===== src/rtl/gdr_pkg.sv =====
// Shared constants, types and button map for the game pad debounce and report block.
package gdr_pkg;

    localparam int BUTTONS_PER_PAD = 16;
    localparam int PAD_COUNT       = 4;

    localparam int PAD_SEL_W = 2;
    localparam int PAD_SLOTS = 1 << PAD_SEL_W;
    localparam int LEVEL_W   = 16;
    localparam int COUNT_W   = 8;
    localparam int TOL_W     = 8;

    localparam logic [COUNT_W-1:0] COUNT_MAX = '1;
    localparam logic [TOL_W-1:0]   TOL_RESET = 8'd3;

    // Serial bit order of the pad buttons
    localparam int BTN_B      = 0;
    localparam int BTN_Y      = 1;
    localparam int BTN_SELECT = 2;
    localparam int BTN_START  = 3;
    localparam int BTN_UP     = 4;
    localparam int BTN_DOWN   = 5;
    localparam int BTN_LEFT   = 6;
    localparam int BTN_RIGHT  = 7;
    localparam int BTN_A      = 8;
    localparam int BTN_X      = 9;
    localparam int BTN_L      = 10;
    localparam int BTN_R      = 11;

    // Bit positions in the report button word
    localparam int RPT_Y      = 0;
    localparam int RPT_B      = 1;
    localparam int RPT_A      = 2;
    localparam int RPT_X      = 3;
    localparam int RPT_L      = 4;
    localparam int RPT_R      = 5;
    localparam int RPT_START  = 9;
    localparam int RPT_SELECT = 12;

    localparam logic [7:0] AXIS_LOW    = 8'd0;
    localparam logic [7:0] AXIS_HIGH   = 8'd255;
    localparam logic [7:0] AXIS_CENTER = 8'd128;

    typedef enum logic {
        CMD_SCAN   = 1'b0,
        CMD_REPORT = 1'b1
    } cmd_t;

    localparam logic [2:0] ADDR_TOL = 3'd0;

    // Packed so that buttons land in the lowest bits of tdata
    typedef struct packed {
        logic       changed;
        logic [7:0] stick_y;
        logic [7:0] stick_x;
        logic [15:0] buttons;
    } report_t;

    localparam int OUT_DATA_W = 40;

    typedef logic [BUTTONS_PER_PAD-1:0] pad_levels_t;

endpackage


===== src/rtl/gamepad_debounce_report.sv =====
// A scan updates all debounce state at its accept edge; a report is written at its accept edge
// into the output register that drives m_tvalid, or into the skid entry if it stays full.
// Throughput: one transaction per cycle while s_tready is high; each pad has its own
// debounce lane, all updated at once. s_tready drops only while both the output register
// and its skid entry are full. Reset (rst_n low, asynchronous): levels released, counters
// and last reports zero, tolerance 3, output empty.
module gamepad_debounce_report (
    input  logic        clk,
    input  logic        rst_n,
    // APB configuration port
    input  logic        psel,
    input  logic        penable,
    input  logic        pwrite,
    input  logic [2:0]  paddr,
    input  logic [31:0] pwdata,
    output logic [31:0] prdata,
    output logic        pready,
    // input stream
    input  logic        s_tvalid,
    output logic        s_tready,
    input  logic [71:0] s_tdata,  // pad0_levels, pad1_levels, pad2_levels, pad3_levels, pad_sel
    input  logic        s_tuser,  // cmd
    // output stream
    output logic        m_tvalid,
    input  logic        m_tready,
    output logic [39:0] m_tdata   // buttons, stick_x, stick_y, changed
);

    logic [gdr_pkg::TOL_W-1:0]     tolerance_reg;
    logic                          cfg_write;
    logic                          accept;
    gdr_pkg::cmd_t                 cmd;
    logic [gdr_pkg::PAD_SEL_W-1:0] pad_sel;
    logic                          scan;
    logic                          request;
    logic                          busy;
    gdr_pkg::pad_levels_t          levels [gdr_pkg::PAD_COUNT];
    gdr_pkg::report_t              report;

    assign pready    = 1'b1;
    assign cfg_write = psel && penable && pwrite;

    always_ff @(posedge clk or negedge rst_n)
    begin
        if (!rst_n)
            tolerance_reg <= gdr_pkg::TOL_RESET;
        else if (cfg_write && (paddr == gdr_pkg::ADDR_TOL))
            tolerance_reg <= pwdata[gdr_pkg::TOL_W-1:0];
    end

    assign prdata = (paddr == gdr_pkg::ADDR_TOL)
                  ? {{(32 - gdr_pkg::TOL_W){1'b0}}, tolerance_reg} : '0;

    assign s_tready = !busy;
    assign accept   = s_tvalid && s_tready;
    assign cmd      = gdr_pkg::cmd_t'(s_tuser);
    assign pad_sel  = s_tdata[4*gdr_pkg::LEVEL_W +: gdr_pkg::PAD_SEL_W];
    assign scan     = accept && (cmd == gdr_pkg::CMD_SCAN);
    assign request  = accept && (cmd == gdr_pkg::CMD_REPORT);

    for (genvar p = 0; p < gdr_pkg::PAD_COUNT; p++) begin : g_lane
        gdr_lane u_lane (
            .clk       (clk),
            .rst_n     (rst_n),
            .scan      (scan),
            .raw       (s_tdata[p*gdr_pkg::LEVEL_W +: gdr_pkg::BUTTONS_PER_PAD]),
            .tolerance (tolerance_reg),
            .level     (levels[p])
        );
    end

    gdr_report u_report (
        .clk        (clk),
        .rst_n      (rst_n),
        .request    (request),
        .pad_sel    (pad_sel),
        .levels     (levels),
        .busy       (busy),
        .out_valid  (m_tvalid),
        .out_ready  (m_tready),
        .out_report (report)
    );

    assign m_tdata = {{(gdr_pkg::OUT_DATA_W - $bits(gdr_pkg::report_t)){1'b0}}, report};

endmodule


===== src/rtl/gdr_lane.sv =====
// One pad lane: per-button debounce counters and debounced levels.
module gdr_lane (
    input  logic                                clk,
    input  logic                                rst_n,
    input  logic                                scan,
    input  logic [gdr_pkg::BUTTONS_PER_PAD-1:0] raw,
    input  logic [gdr_pkg::TOL_W-1:0]           tolerance,
    output gdr_pkg::pad_levels_t                level
);

    for (genvar b = 0; b < gdr_pkg::BUTTONS_PER_PAD; b++) begin : g_btn
        logic                         level_reg;
        logic                         level_next;
        logic [gdr_pkg::COUNT_W-1:0]  count_reg;
        logic [gdr_pkg::COUNT_W-1:0]  count_next;

        always_comb
        begin
            level_next = level_reg;
            count_next = count_reg;
            if (raw[b] != level_reg)
            begin
                if (count_reg > tolerance)
                begin
                    // flip and clear, levels now agree
                    level_next = raw[b];
                    count_next = '0;
                end
                else if (count_reg != gdr_pkg::COUNT_MAX)
                begin
                    count_next = count_reg + 1'b1;
                end
            end
            else
            begin
                count_next = '0;
            end
        end

        always_ff @(posedge clk or negedge rst_n)
        begin
            if (!rst_n)
            begin
                level_reg <= 1'b1;
                count_reg <= '0;
            end
            else if (scan)
            begin
                level_reg <= level_next;
                count_reg <= count_next;
            end
        end

        assign level[b] = level_reg;
    end

endmodule


===== src/rtl/gdr_report.sv =====
// Merge stage: builds the report of the selected pad and buffers it for the output stream.
module gdr_report (
    input  logic                             clk,
    input  logic                             rst_n,
    input  logic                             request,
    input  logic [gdr_pkg::PAD_SEL_W-1:0]    pad_sel,
    input  gdr_pkg::pad_levels_t             levels [gdr_pkg::PAD_COUNT],
    output logic                             busy,
    output logic                             out_valid,
    input  logic                             out_ready,
    output gdr_pkg::report_t                 out_report
);

    gdr_pkg::pad_levels_t slot_levels [gdr_pkg::PAD_SLOTS];
    gdr_pkg::pad_levels_t lv;
    gdr_pkg::report_t     rpt;
    logic                 sel_ok;
    logic                 push;
    logic                 pop;

    logic [15:0] last_buttons_reg [gdr_pkg::PAD_SLOTS];
    logic [7:0]  last_x_reg       [gdr_pkg::PAD_SLOTS];
    logic [7:0]  last_y_reg       [gdr_pkg::PAD_SLOTS];

    gdr_pkg::report_t out_reg;
    gdr_pkg::report_t skid_reg;
    logic             out_valid_reg;
    logic             skid_valid_reg;

    // Slots without a pad read as released
    for (genvar p = 0; p < gdr_pkg::PAD_SLOTS; p++) begin : g_slot
        if (p < gdr_pkg::PAD_COUNT) begin : g_used
            assign slot_levels[p] = levels[p];
        end
        else begin : g_unused
            assign slot_levels[p] = '1;
        end
    end

    assign sel_ok = ({1'b0, pad_sel} < (gdr_pkg::PAD_SEL_W + 1)'(gdr_pkg::PAD_COUNT));
    assign push   = request && sel_ok;
    assign lv     = slot_levels[pad_sel];

    always_comb
    begin
        rpt = '0;
        rpt.buttons[gdr_pkg::RPT_Y]      = !lv[gdr_pkg::BTN_Y];
        rpt.buttons[gdr_pkg::RPT_B]      = !lv[gdr_pkg::BTN_B];
        rpt.buttons[gdr_pkg::RPT_A]      = !lv[gdr_pkg::BTN_A];
        rpt.buttons[gdr_pkg::RPT_X]      = !lv[gdr_pkg::BTN_X];
        rpt.buttons[gdr_pkg::RPT_L]      = !lv[gdr_pkg::BTN_L];
        rpt.buttons[gdr_pkg::RPT_R]      = !lv[gdr_pkg::BTN_R];
        rpt.buttons[gdr_pkg::RPT_START]  = !lv[gdr_pkg::BTN_START];
        rpt.buttons[gdr_pkg::RPT_SELECT] = !lv[gdr_pkg::BTN_SELECT];
        if (!lv[gdr_pkg::BTN_LEFT])
            rpt.stick_x = gdr_pkg::AXIS_LOW;
        else if (!lv[gdr_pkg::BTN_RIGHT])
            rpt.stick_x = gdr_pkg::AXIS_HIGH;
        else
            rpt.stick_x = gdr_pkg::AXIS_CENTER;
        if (!lv[gdr_pkg::BTN_UP])
            rpt.stick_y = gdr_pkg::AXIS_LOW;
        else if (!lv[gdr_pkg::BTN_DOWN])
            rpt.stick_y = gdr_pkg::AXIS_HIGH;
        else
            rpt.stick_y = gdr_pkg::AXIS_CENTER;
        rpt.changed = (rpt.buttons != last_buttons_reg[pad_sel])
                   || (rpt.stick_x != last_x_reg[pad_sel])
                   || (rpt.stick_y != last_y_reg[pad_sel]);
    end

    always_ff @(posedge clk or negedge rst_n)
    begin
        if (!rst_n)
        begin
            for (int i = 0; i < gdr_pkg::PAD_SLOTS; i++)
            begin
                last_buttons_reg[i] <= '0;
                last_x_reg[i]       <= '0;
                last_y_reg[i]       <= '0;
            end
        end
        else if (push)
        begin
            last_buttons_reg[pad_sel] <= rpt.buttons;
            last_x_reg[pad_sel]       <= rpt.stick_x;
            last_y_reg[pad_sel]       <= rpt.stick_y;
        end
    end

    assign pop = out_valid_reg && out_ready;

    // Output register plus one skid entry; input stalls only while the skid is full
    always_ff @(posedge clk or negedge rst_n)
    begin
        if (!rst_n)
        begin
            out_valid_reg  <= 1'b0;
            skid_valid_reg <= 1'b0;
        end
        else if (skid_valid_reg)
        begin
            if (pop)
                skid_valid_reg <= 1'b0;
        end
        else if (push)
        begin
            if (!out_valid_reg || pop)
                out_valid_reg <= 1'b1;
            else
                skid_valid_reg <= 1'b1;
        end
        else if (pop)
        begin
            out_valid_reg <= 1'b0;
        end
    end

    always_ff @(posedge clk)
    begin
        if (skid_valid_reg)
        begin
            if (pop)
                out_reg <= skid_reg;
        end
        else if (push)
        begin
            if (!out_valid_reg || pop)
                out_reg <= rpt;
            else
                skid_reg <= rpt;
        end
    end

    assign busy       = skid_valid_reg;
    assign out_valid  = out_valid_reg;
    assign out_report = out_reg;

    a_skid_implies_out: assert property (@(posedge clk) disable iff (!rst_n)
        skid_valid_reg |-> out_valid_reg)
        else $error("skid entry held while output register empty");

    a_no_push_when_busy: assert property (@(posedge clk) disable iff (!rst_n)
        skid_valid_reg |-> !push)
        else $error("report accepted while skid entry full");

    a_push_empty_fills_out: assert property (@(posedge clk) disable iff (!rst_n)
        (push && !out_valid_reg) |=> (out_valid_reg && !skid_valid_reg))
        else $error("report into empty buffer not presented");

    a_skid_drains: assert property (@(posedge clk) disable iff (!rst_n)
        (pop && skid_valid_reg) |=> (out_valid_reg && !skid_valid_reg))
        else $error("skid entry not moved to output register");

endmodule


===== config.mk =====
export PLATFORM = sky130hd
export DESIGN_NAME = gamepad_debounce_report
export DESIGN_NICKNAME = d
export VERILOG_FILES = /design/src/rtl/gdr_pkg.sv /design/src/rtl/gamepad_debounce_report.sv /design/src/rtl/gdr_lane.sv /design/src/rtl/gdr_report.sv
export SDC_FILE = /design/constraint.sdc
export NUM_CORES = 2
export LEC_CHECK = 0
export BUFFER_PORTS_ARGS = -buffer_cell sky130_fd_sc_hd__buf_4
export CORE_MARGIN = 2
export CORE_UTILIZATION = 65
export DETAILED_ROUTE_END_ITERATION = 8
export PLACE_DENSITY = 0.84
export SLEW_MARGIN = 25
export SYNTH_ARGS = -nofsm -noshare
export SYNTH_HDL_FRONTEND = slang
export SYNTH_SLANG_ARGS = --single-unit

===== constraint.sdc =====
create_clock -name clk -period 5.9 [get_ports clk]
set_input_delay 1.475 -clock clk [delete_from_list [all_inputs] [get_ports clk]]
set_output_delay 1.475 -clock clk [all_outputs]
set_load 0.05 [all_outputs]

==> results.txt <==
The final hold violation count came out at 0. The total wire length after detailed routing came out at 91.4 mm. Counting both buffers and inverters, the worst setup path holds a total of 2. The dominant register cell in the synthesized netlist is sky130_fd_sc_hd__dfrtp_1. After detailed placement, the design holds a cell count of 4888. The signal on the critical path passes through buf_4 > nor3_1 > and2_1 > buf_4.

The most numerous cell on the critical path is sky130_fd_sc_hd__buf_4. Hold repair after CTS inserted 0 buffers. The total congestion overflow came out at 0.

Derived from the worst setup path, the maximum achievable clock frequency is 0.249 GHz. The count of flip-flops with a built-in enable after synthesis is 26. STA classifies the critical path startpoint as a primary input. The final core utilization is 0.719.

The final worst clock skew came out at 0.0187 ns. The synthesis warning total is 0. The portion of the clock cycle consumed by the worst path in the final layout came out at 0.681. The actual transition at the worst max-transition pin is 1.06 ns. The overall die width came out at 243 µm. The endpoint arrival time on the critical path came out at 2.54 ns. The insertion delay to the later sink of the worst-skew pair is 0.63 ns.

The starting density of the core came out at 0.660. In this run the deepest clock path goes through 3 buffers. The global-route wire length before repair came out at 152 mm. The run finished with clean final reports.

The clock tree synthesis step divided the H-tree into 2 levels. The post-cts resize count is 0. In the final timing run, aggregate negative setup slack is 0 ns. The clock transition at the register clock pins on the worst setup and hold paths after CTS came out at 0.06 ns. The detailed-routing iteration count for the pre-antenna-repair pass came out at 6.

The clock tree from TritonCTS is yes. By area the synthesized netlist is led by sky130_fd_sc_hd__dfrtp_1 30%, sky130_fd_sc_hd__ha_1 15%, sky130_fd_sc_hd__o21ai_0 4.6%. The count of vias placed by the detailed router came out at 32200.

Yosys instantiated no cell more often than sky130_fd_sc_hd__dfrtp_1. The share of post-route cells with drive strength above 1 is 0.0913. The proportion of synthesized flip-flops having asynchronous set or reset came out at 0.950. The number of remaining DRC errors is 0.

The final-report setup violation count came out at 0. The half-perimeter wire length of the detailed placement result is 60.9 mm. The post-synthesis cell area is 37300 µm². The number of flip-flops in the largest register came out at 384. The cell at the root of the clock tree is sky130_fd_sc_hd__clkbuf_16. In this run the worst hold path is classified as reg2reg. The die area is 59300 µm². The share of the Yosys chip area taken by registers is 0.352. The number of cells on the worst reg-to-reg path is 10. The hold slack is 0.499 ns.

The setup fix buffers added after clock tree synthesis came out at 0. The y dimension of the die came out at 243 µm. In this run, CTS created clock tree buffers numbering 57. The number of input and output port buffers inserted is 103. After synthesis, the most frequently instantiated cells are 440 x sky130_fd_sc_hd__dfrtp_1, 432 x sky130_fd_sc_hd__ha_1, 380 x sky130_fd_sc_hd__inv_1. The top fanout value on the critical path is 9. The via count of the first global-routing pass came out at 30600. Setup repair after global routing left no endpoint under its margin. Data on the critical path is required at its endpoint by 4.43 ns. The static leakage is 19.0 nW. In this run the tightest slew margin relative to its limit is 0.293. The endpoint type of the worst setup path is an output pin. The weighted congestion reported at the end of routability-driven placement is 0.850. The total area inside the core boundary comes to 56500 µm². The critical path is of the in2out type. The number of nets still failing antenna checks after routing is 0. The number of core rows came out at 87.

The cell with the biggest individual delay on the critical path is sky130_fd_sc_hd__nor3_1. The minimum period implied by the final worst setup slack came out at 4.02 ns. The I/O pin total came out at 190. The worst ir drop on vdd came out at 302 µV.

0 antenna diodes ended up in the layout. In the final routed layout, each cell accounts on average for 18.3 µm. The maximum number of pins on one net before global-route repair came out at 131.

The power density over the cells came out at 411 nW/µm². The distinct cell type count of the synthesized netlist came out at 75. Relative to the synthesized area, the layout overhead comes to 9.01%.

In this run, the number of DRC markers left after iteration 0 of detailed routing was 2434. The final cell count without fillers is 4994. Among cell families on the critical path, the largest total delay comes from simple AND/OR/NAND/NOR gates. The post-synthesis average cell area came out at 9.15 µm². The aggregate global-route resource usage is 0.306. The synthesized design spends more area on one cell type than any other, namely sky130_fd_sc_hd__dfrtp_1. Along the worst hold path, the cell count comes to 2. The delay of the slowest cell on the worst path is 0.54 ns.

The post-detailed-route via-to-cell ratio came out at 6.44. Synthesis produced 4072 cells. The number of clock sinks is 516. The tool flagged a number of max-cap violations equal to 0.

The post-layout net count came out at 4738. The number of antenna violations at the first check in global routing is 2. The top cell type's share of synthesized area is 0.295. The max-slew violation count was 0.

The number of cells on the critical path is 4. The count of state elements after synthesis is 516.
-- cell families (layout without fill, tap and decap cells) --
logic type / count (synthesis) / after routing / synth area share
AND/OR/NAND/NOR: 1402 / 1402 / 0.200
AO/OA/AOI/OAI: 982 / 982 / 0.171
flip-flops: 516 / 516 / 0.352
buffers and inverters: 486 / 614 / 0.0554
adder cells (fa/ha/maj): 432 / 432 / 0.145
multiplexers: 159 / 159 / 0.0546
XOR/XNOR: 93 / 93 / 0.0219
other: 2 / 40 / 0.000202
-- worst register-to-register path, stage by stage, from the launching register on --
cell and delay (ns):
sky130_fd_sc_hd__dfstp_2 0.54, sky130_fd_sc_hd__clkinv_2 0.53, sky130_fd_sc_hd__buf_4 0.56, sky130_fd_sc_hd__ha_1 0.39, sky130_fd_sc_hd__nor2b_1 0.14, sky130_fd_sc_hd__o21a_1 0.18, sky130_fd_sc_hd__o21ai_0 0.25, sky130_fd_sc_hd__a211oi_1 0.21
sky130_fd_sc_hd__nor3_1 0.68, sky130_fd_sc_hd__nand2_1 0.23, sky130_fd_sc_hd__o21ai_1 0.19
-- final timing paths --
path | endpoint | start | slack, ns
hold reg to reg | u_report.last_buttons_reg[9]$_DFFE_PN0P_ | u_report.last_buttons_reg[9]$_DFFE_PN0P_ | 0.50
min in group asynchronous | g_lane[0].u_lane.g_btn[1].count_reg[1]$_DFFE_PN0P_ | rst_n | 0.87
setup / recovery | prdata[1] | paddr[1] | 1.88
hold / removal | u_report.last_buttons_reg[9]$_DFFE_PN0P_ | u_report.last_buttons_reg[9]$_DFFE_PN0P_ | 0.50
max in group asynchronous | g_lane[3].u_lane.g_btn[11].count_reg[3]$_DFFE_PN0P_ | rst_n | 3.86
setup reg to reg | g_lane[3].u_lane.g_btn[6].count_reg[0]$_DFFE_PN0P_ | tolerance_reg[1]$_DFFE_PN1P_ | 1.94
-- placed cells by master, fill, tap and decap left out, drive strengths merged, types with 68 or more instances in the layout --
cell    Yosys  final
a21o      108    108
a21oi     114    114
and3      135    135
buf        87    127
clkbuf     18     93
dfrtp     440    440
ha        432    432
inv       381    376
mux2i      68     68
nand2     210    210
nand3     233    233
nand4     119    119
nor2      231    231
nor3      186    186
o21ai     352    352
o22ai      72     72
-- where the power goes --
group          internal, mW  leakage (nW)  switching, mW
clock network          2.05         0.888           1.49
registers              4.78          6.38           1.29
logic                  2.83          11.8           4.25
total                  9.66          19.0           7.04
-- routing by layer --
layer,global-route usage,routed length [µm],vias to the layer above
li1,-,-,15400
met1,0.417,40000,15500
met2,0.499,42300,1053
met3,0.0422,6070,204
met4,0.116,2930,4
met5,0,27,-
-- area by class of cell --
cell class                      count  area, µm²
Multi-Input combinational cell   3108      22300
Timing Repair Buffer              127       1030
Clock inverter                     13        129
Inverter                          381       1440
Sequential cell                   516      13100
Clock buffer                       93       1700
Tap cell                          756        946
Fill cell                        4236      15900
-- through the flow --
| step | power [mW] | setup slack, ns | instance area, µm² |
|---|---|---|---|
| CTS | 16.7 | 1.87 | 40600 |
| global placement | 12.6 | 1.79 | 38800 |
| floorplan | 11.0 | 2.06 | 37400 |
| finish | 16.7 | 1.88 | 40600 |
| global route | 18.0 | 1.66 | 40600 |
| detailed placement | 13.0 | 1.74 | 38800 |
(Power assumes the default switching activity.)
